## src/hw/rtl/pwk_pkg.sv

```systemverilog
// shared types, constants and helpers for the page table walker
`default_nettype none

package pwk_pkg;

  localparam int TABLE_PAGES_DEF = 16;
  localparam int ENTRY_W         = 64;
  localparam int IDX_W           = 9;
  localparam int LEVELS          = 4;
  localparam int VA_W            = 48;
  localparam int PA_W            = 52;
  localparam int FLAGS_W         = 12;
  localparam int FRAME_W         = 40;

  // intermediate tables are linked present and writable
  localparam logic [FLAGS_W-1:0] LINK_FLAGS = 12'h003;

  typedef enum logic [1:0] {
    ST_OK         = 2'd0,
    ST_NOT_MAPPED = 2'd1,
    ST_NO_PAGE    = 2'd2
  } status_t;

  typedef enum logic {
    OP_MAP       = 1'b0,
    OP_TRANSLATE = 1'b1
  } op_t;

  typedef enum logic [2:0] {
    S_CLEAR,
    S_IDLE,
    S_READ,
    S_EVAL,
    S_OUT
  } state_t;

  // decision of the entry unit for one level
  typedef struct packed {
    logic    stop;
    logic    wr;
    logic    alloc;
    status_t status;
  } dec_t;

  // level 0 is the root: bits 47..39; level 3: bits 20..12
  function automatic logic [IDX_W-1:0] level_index(input logic [VA_W-1:0] va,
                                                   input logic [1:0] lv);
    logic [IDX_W-1:0] idx;
    idx = '0;
    case (lv)
      2'd0: idx = va[47:39];
      2'd1: idx = va[38:30];
      2'd2: idx = va[29:21];
      default: idx = va[20:12];
    endcase
    return idx;
  endfunction

endpackage

`default_nettype wire

```

## src/hw/rtl/pwk_entry_unit.sv

```systemverilog
// per-level entry check and update, shared by every step of the walk
`default_nettype none

module pwk_entry_unit #(
  parameter int TABLE_PAGES = 16,
  parameter int PGW         = 4,
  parameter int NFW         = 5
) (
  input  wire logic [pwk_pkg::ENTRY_W-1:0] entry,
  input  wire logic                        is_leaf,
  input  wire pwk_pkg::op_t                op,
  input  wire logic [pwk_pkg::PA_W-1:0]    pa,
  input  wire logic [pwk_pkg::FLAGS_W-1:0] flags,
  input  wire logic [11:0]                 va_off,
  input  wire logic [NFW-1:0]              nfp,
  output pwk_pkg::dec_t                    dec,
  output logic      [PGW-1:0]              next_page,
  output logic      [pwk_pkg::ENTRY_W-1:0] wdata,
  output logic      [pwk_pkg::PA_W-1:0]    phys
);
  import pwk_pkg::*;

  logic [FRAME_W-1:0] frame;
  logic               present;
  logic               link_bad;
  logic               store_full;

  assign frame      = entry[51:12];
  assign present    = entry[0];
  assign link_bad   = frame >= FRAME_W'(TABLE_PAGES);
  assign store_full = nfp >= NFW'(TABLE_PAGES);

  always_comb begin
    dec       = '{stop: 1'b0, wr: 1'b0, alloc: 1'b0, status: ST_OK};
    next_page = frame[PGW-1:0];
    wdata     = entry;
    phys      = '0;
    if (is_leaf) begin
      dec.stop = 1'b1;
      if (op == OP_MAP) begin
        dec.wr = 1'b1;
        wdata  = {entry[63:52], pa[51:12], entry[11:0] | flags};
      end else if (present) begin
        phys = {frame, va_off};
      end else begin
        dec.status = ST_NOT_MAPPED;
      end
    end else if (present) begin
      if (link_bad) begin
        dec.stop   = 1'b1;
        dec.status = (op == OP_TRANSLATE) ? ST_NOT_MAPPED : ST_NO_PAGE;
      end
    end else if (op == OP_TRANSLATE) begin
      dec.stop   = 1'b1;
      dec.status = ST_NOT_MAPPED;
    end else if (store_full) begin
      dec.stop   = 1'b1;
      dec.status = ST_NO_PAGE;
    end else begin
      // link a fresh table page, already zero from the clearing pass
      dec.wr    = 1'b1;
      dec.alloc = 1'b1;
      next_page = nfp[PGW-1:0];
      wdata     = {entry[63:52], FRAME_W'(nfp), entry[11:0] | LINK_FLAGS};
    end
  end

endmodule

`default_nettype wire

```

## config.mk

```make
export PLATFORM = sky130hd
export DESIGN_NAME = pwk_entry_unit
export DESIGN_NICKNAME = d
export VERILOG_FILES = /design/src/hw/rtl/pwk_pkg.sv /design/src/hw/rtl/pwk_entry_unit.sv
export SDC_FILE = /design/constraint.sdc
export NUM_CORES = 1
export LEC_CHECK = 0
export BUFFER_PORTS_ARGS = -buffer_cell sky130_fd_sc_hd__buf_4
export CORE_AREA = 2 2 105 107
export DETAILED_ROUTE_END_ITERATION = 8
export DIE_AREA = 0 0 107 109
export GPL_TIMING_DRIVEN = 0
export PLACE_DENSITY = 0.5
export SETUP_SLACK_MARGIN = 0.1
export SLEW_MARGIN = 20
export SYNTH_ARGS = -nofsm -noshare
export SYNTH_HDL_FRONTEND = slang
export SYNTH_SLANG_ARGS = --single-unit
```

## constraint.sdc

```tcl
create_clock -name vclk -period 2.4
set_clock_uncertainty 0.1 [all_clocks]
set_input_delay 0 -clock vclk [all_inputs]
set_output_delay 0 -clock vclk [all_outputs]
set_load 0.02 [all_outputs]
```

* Yosys cells after proc, flatten, opt, wreduce, memory -nomap -nowiden
Cells that the tools add are included.
** Cells by class
- Muxes and demuxes :: 30
- Bitwise gates (word level) :: 1
- Magnitude comparators :: 2
** Operators by type and width (count)
- $mux 52 :: 8
- $ge 40x5->1 const B :: 1
- $mux 2 :: 10
- $mux 4 :: 4
- $or 12x12->12 :: 1
- $mux 1 :: 8
- $ge 5x5->1 const B :: 1
** Word-level totals
- Register bits after elaboration :: 0
- Output and inout bits :: 125

* Depth between registers and ports, before layout
- Word-level depth :: 5
- Gate-level depth with buffers :: 6

* Worst setup path before layout
No wires, ideal clock.
- Path type :: input -> output
- Start :: input is_leaf
- End :: output wdata[48] in the netlist's numbering
- Data arrival time :: 1113 ps
- Buffers on the path :: 3
- Data required time :: 2300 ps
- Stages :: 5
- Path slack :: 1187 ps
- Path through :: buf_4 -> nor2b_1 -> buf_2 -> buf_4 -> o21ai_0
** On the way
- Longest elaborated chain between the ends :: 1
** Ends and longest elaborated chain
- start, declared :: line pwk_entry_unit.sv:10 : input wire logic is_leaf,
- $mux 52 :: line pwk_entry_unit.sv:38 : if (is_leaf) begin
- end, declared :: line pwk_entry_unit.sv:18 : output logic [pwk_pkg::ENTRY_W-1:0] wdata,
Every way passes these cells.

==> reports/qor.csv <==
stage,metric,value,unit
logic_synthesis,Mapped Cells,179,
die,DIE WIDTH,107,µm
pwr,leakage,0.00186,µW
logic_synthesis,YS warnings,0,
clock_network,post-CTS setup buffer count,0,
timing,Slew HR,0.610,
setup_path,Worst Setup Start Kind,input port,
setup_path,crit path max fanout,3,
timing,Max Fclk,668,MHz
die,Die Y-Extent,109,µm
finish,fin util,0.314,
min_path,Hold WC Path Type,input port to output port,
detailed_routing,final wirelength,8840,µm
timing,fin. max-slew vios,0,
finish,area delta synth->final,156,%
clock_network,Resized Gates After CTS,0,
setup_path,Crit Path Class,input port to output port,
logic_synthesis,part of the Yosys area used for sequential elements,0,
setup_path,worst path required time,2.30,ns
logic_synthesis,Yosys top cell area share,0.250,
detailed_routing,vias,2380,
timing,Tcrit/Tclk final,0.624,
setup_path,crit path cell chain,buf_4 -> nor4_1 -> nand4_1 -> nor3_2 -> nor2_1 -> buf_4,
die,CORE AREA,10600,µm²
logic_synthesis,most frequent cell after synthesis,and2_1,
detailed_routing,drt initial violations,43,
grt,vias in the first global route,2251,
place,hpwl dp,7650,µm
finish,area of the multi-input gates,1090,µm²
place,Final GP Congestion,0.735,
finish,n_diodes,0,
die,Row Count,38,
finish,seq_cells,0,
timing,Tmin final,1.50,ns
job,MaxCap Viol Count,0,
grt,Total GRT Usage,0.131,
setup_path,Critical Path Sink Type,output port,
die,die area,11700,µm²
detailed_routing,drt wl/cell,15.6,µm
timing,final setup fails,0,
timing,Slew @ Worst Pin,0.580,ns
timing,Final Hold Violating Endpoints,0,
setup_path,cell mode on critical path,buf_4,
finish,final layout net count,575,
logic_synthesis,Synth cell types,28,
timing,RSZ-0062 raised after global routing,no,
setup_path,critical path arrival,1.40,ns
finish,"non-filler cells, final",566,
setup_path,critical path's slowest cell,nor4_1,
detailed_routing,DRC errors left,0,
pwr,Worst VDD drop,71.6,µV
logic_synthesis,largest cells by area after synthesis,"and2_1 25%, a22o_1 24%, buf_4 8.7%",
timing,WHS,0.0975,ns
logic_synthesis,syn_area_per_cell,7.26,µm²
logic_synthesis,largest area contributor in the netlist,and2_1,
clock_network,CTS Hold Buffers Added,0,
setup_path,Buf/Inv on CP,2,
grt,antenna violations before repair,0,
die,Starting Density,0.123,
setup_path,Slowest Stage Delay on Critical Path,0.42,ns
setup_path,"delay-heaviest family, CP",simple AND/OR/NAND/NOR gates,
die,I/O pin total,272,
timing,setup_tns,0,ns
finish,Filler cells,1100,
finish,layout cell share with drive strength beyond 1,0.660,
grt,GR Overflow Total,0,
pwr,pwr/cell area,212,nW/µm²
finish,clock buffers,0,
finish,Sequential Area,0,µm²
detailed_routing,DRT antenna net count,0,
place,IO Port Bufs,247,
logic_synthesis,Post-Syn Area,1300,µm²
place,DP Cell Count,566,
detailed_routing,drt first pass iters,4,
grt,pin count of the biggest net entering global routing,11,
logic_synthesis,Commonest cells post-synth,"52 x and2_1, 35 x a22o_1, 15 x buf_4",
outcome,status,completed,
logic_synthesis,Mapped Nets,326,
detailed_routing,vias per inst,4.20,
grt,first-pass GRT wire length,12200,µm
cells by family after synthesis:
| logic type | Yosys count | share of synthesized area |
|---|---|---|
| mux | 8 | 0.0654 |
| compound gates | 59 | 0.372 |
| simple gates | 82 | 0.402 |
| buf+inv | 30 | 0.160 |
area by class of cell:
cell class                      instances  area share
Timing Repair Buffer                  247       0.557
Multi-Input combinational cell        149       0.328
Buffer                                 29      0.0613
Tap cell                              140      0.0526
Inverter                                1     0.00113
power by group:
part / internal [µW] / switching, µW
combinational: 366 / 341
clock: 0 / 0
sequential: 0 / 0
total: 366 / 341
layout by cell type, fill, tap and decap left out:
cell type	instances
and2_1	52
a21o_1	10
buf_4	262
nor3_4	1
nor4_1	8
nand4_1	2
nor2_1	4
a22o_1	35
o21bai_1	2
nor4_4	1
buf_6	4
o21bai_4	1
a21oi_1	5
and3_1	1
nor4b_1	1
a211oi_1	4
mux2_2	4
mux2i_1	4
nand2b_1	1
nor3_1	1
clkbuf_1	3
nand2_1	4
a211o_1	1
buf_2	7
inv_1	1
nor3_2	1
o21ai_0	1
nor2b_1	5
metrics by stage:
step                area (µm²)  power, µW  worst slack, ns
global placement          3330        711            0.926
floorplan                 1300        320             1.19
global route              3330        752            0.809
CTS                       3330        716            0.874
finish                    3330        707            0.904
detailed placement        3330        713            0.875
per-layer routing:
layer | vias to the layer above | share of wire | GRT usage
met5 | - | 0 | 0
met1 | 1065 | 0.40 | 0.158
met3 | 6 | 0.092 | 0.0257
li1 | 1145 | - | -
met4 | 0 | 0.0075 | 0.0102
met2 | 164 | 0.50 | 0.250
path summary, 6_finish.rpt:
| path | startpoint | to | slack (ns) | cells after the start |
|---|---|---|---|---|
| max | entry[48] | dec[0] | 0.90 | 6 |
| min | entry[56] | wdata[56] | 0.1 | 2 |
(Power assumes the default switching activity.)
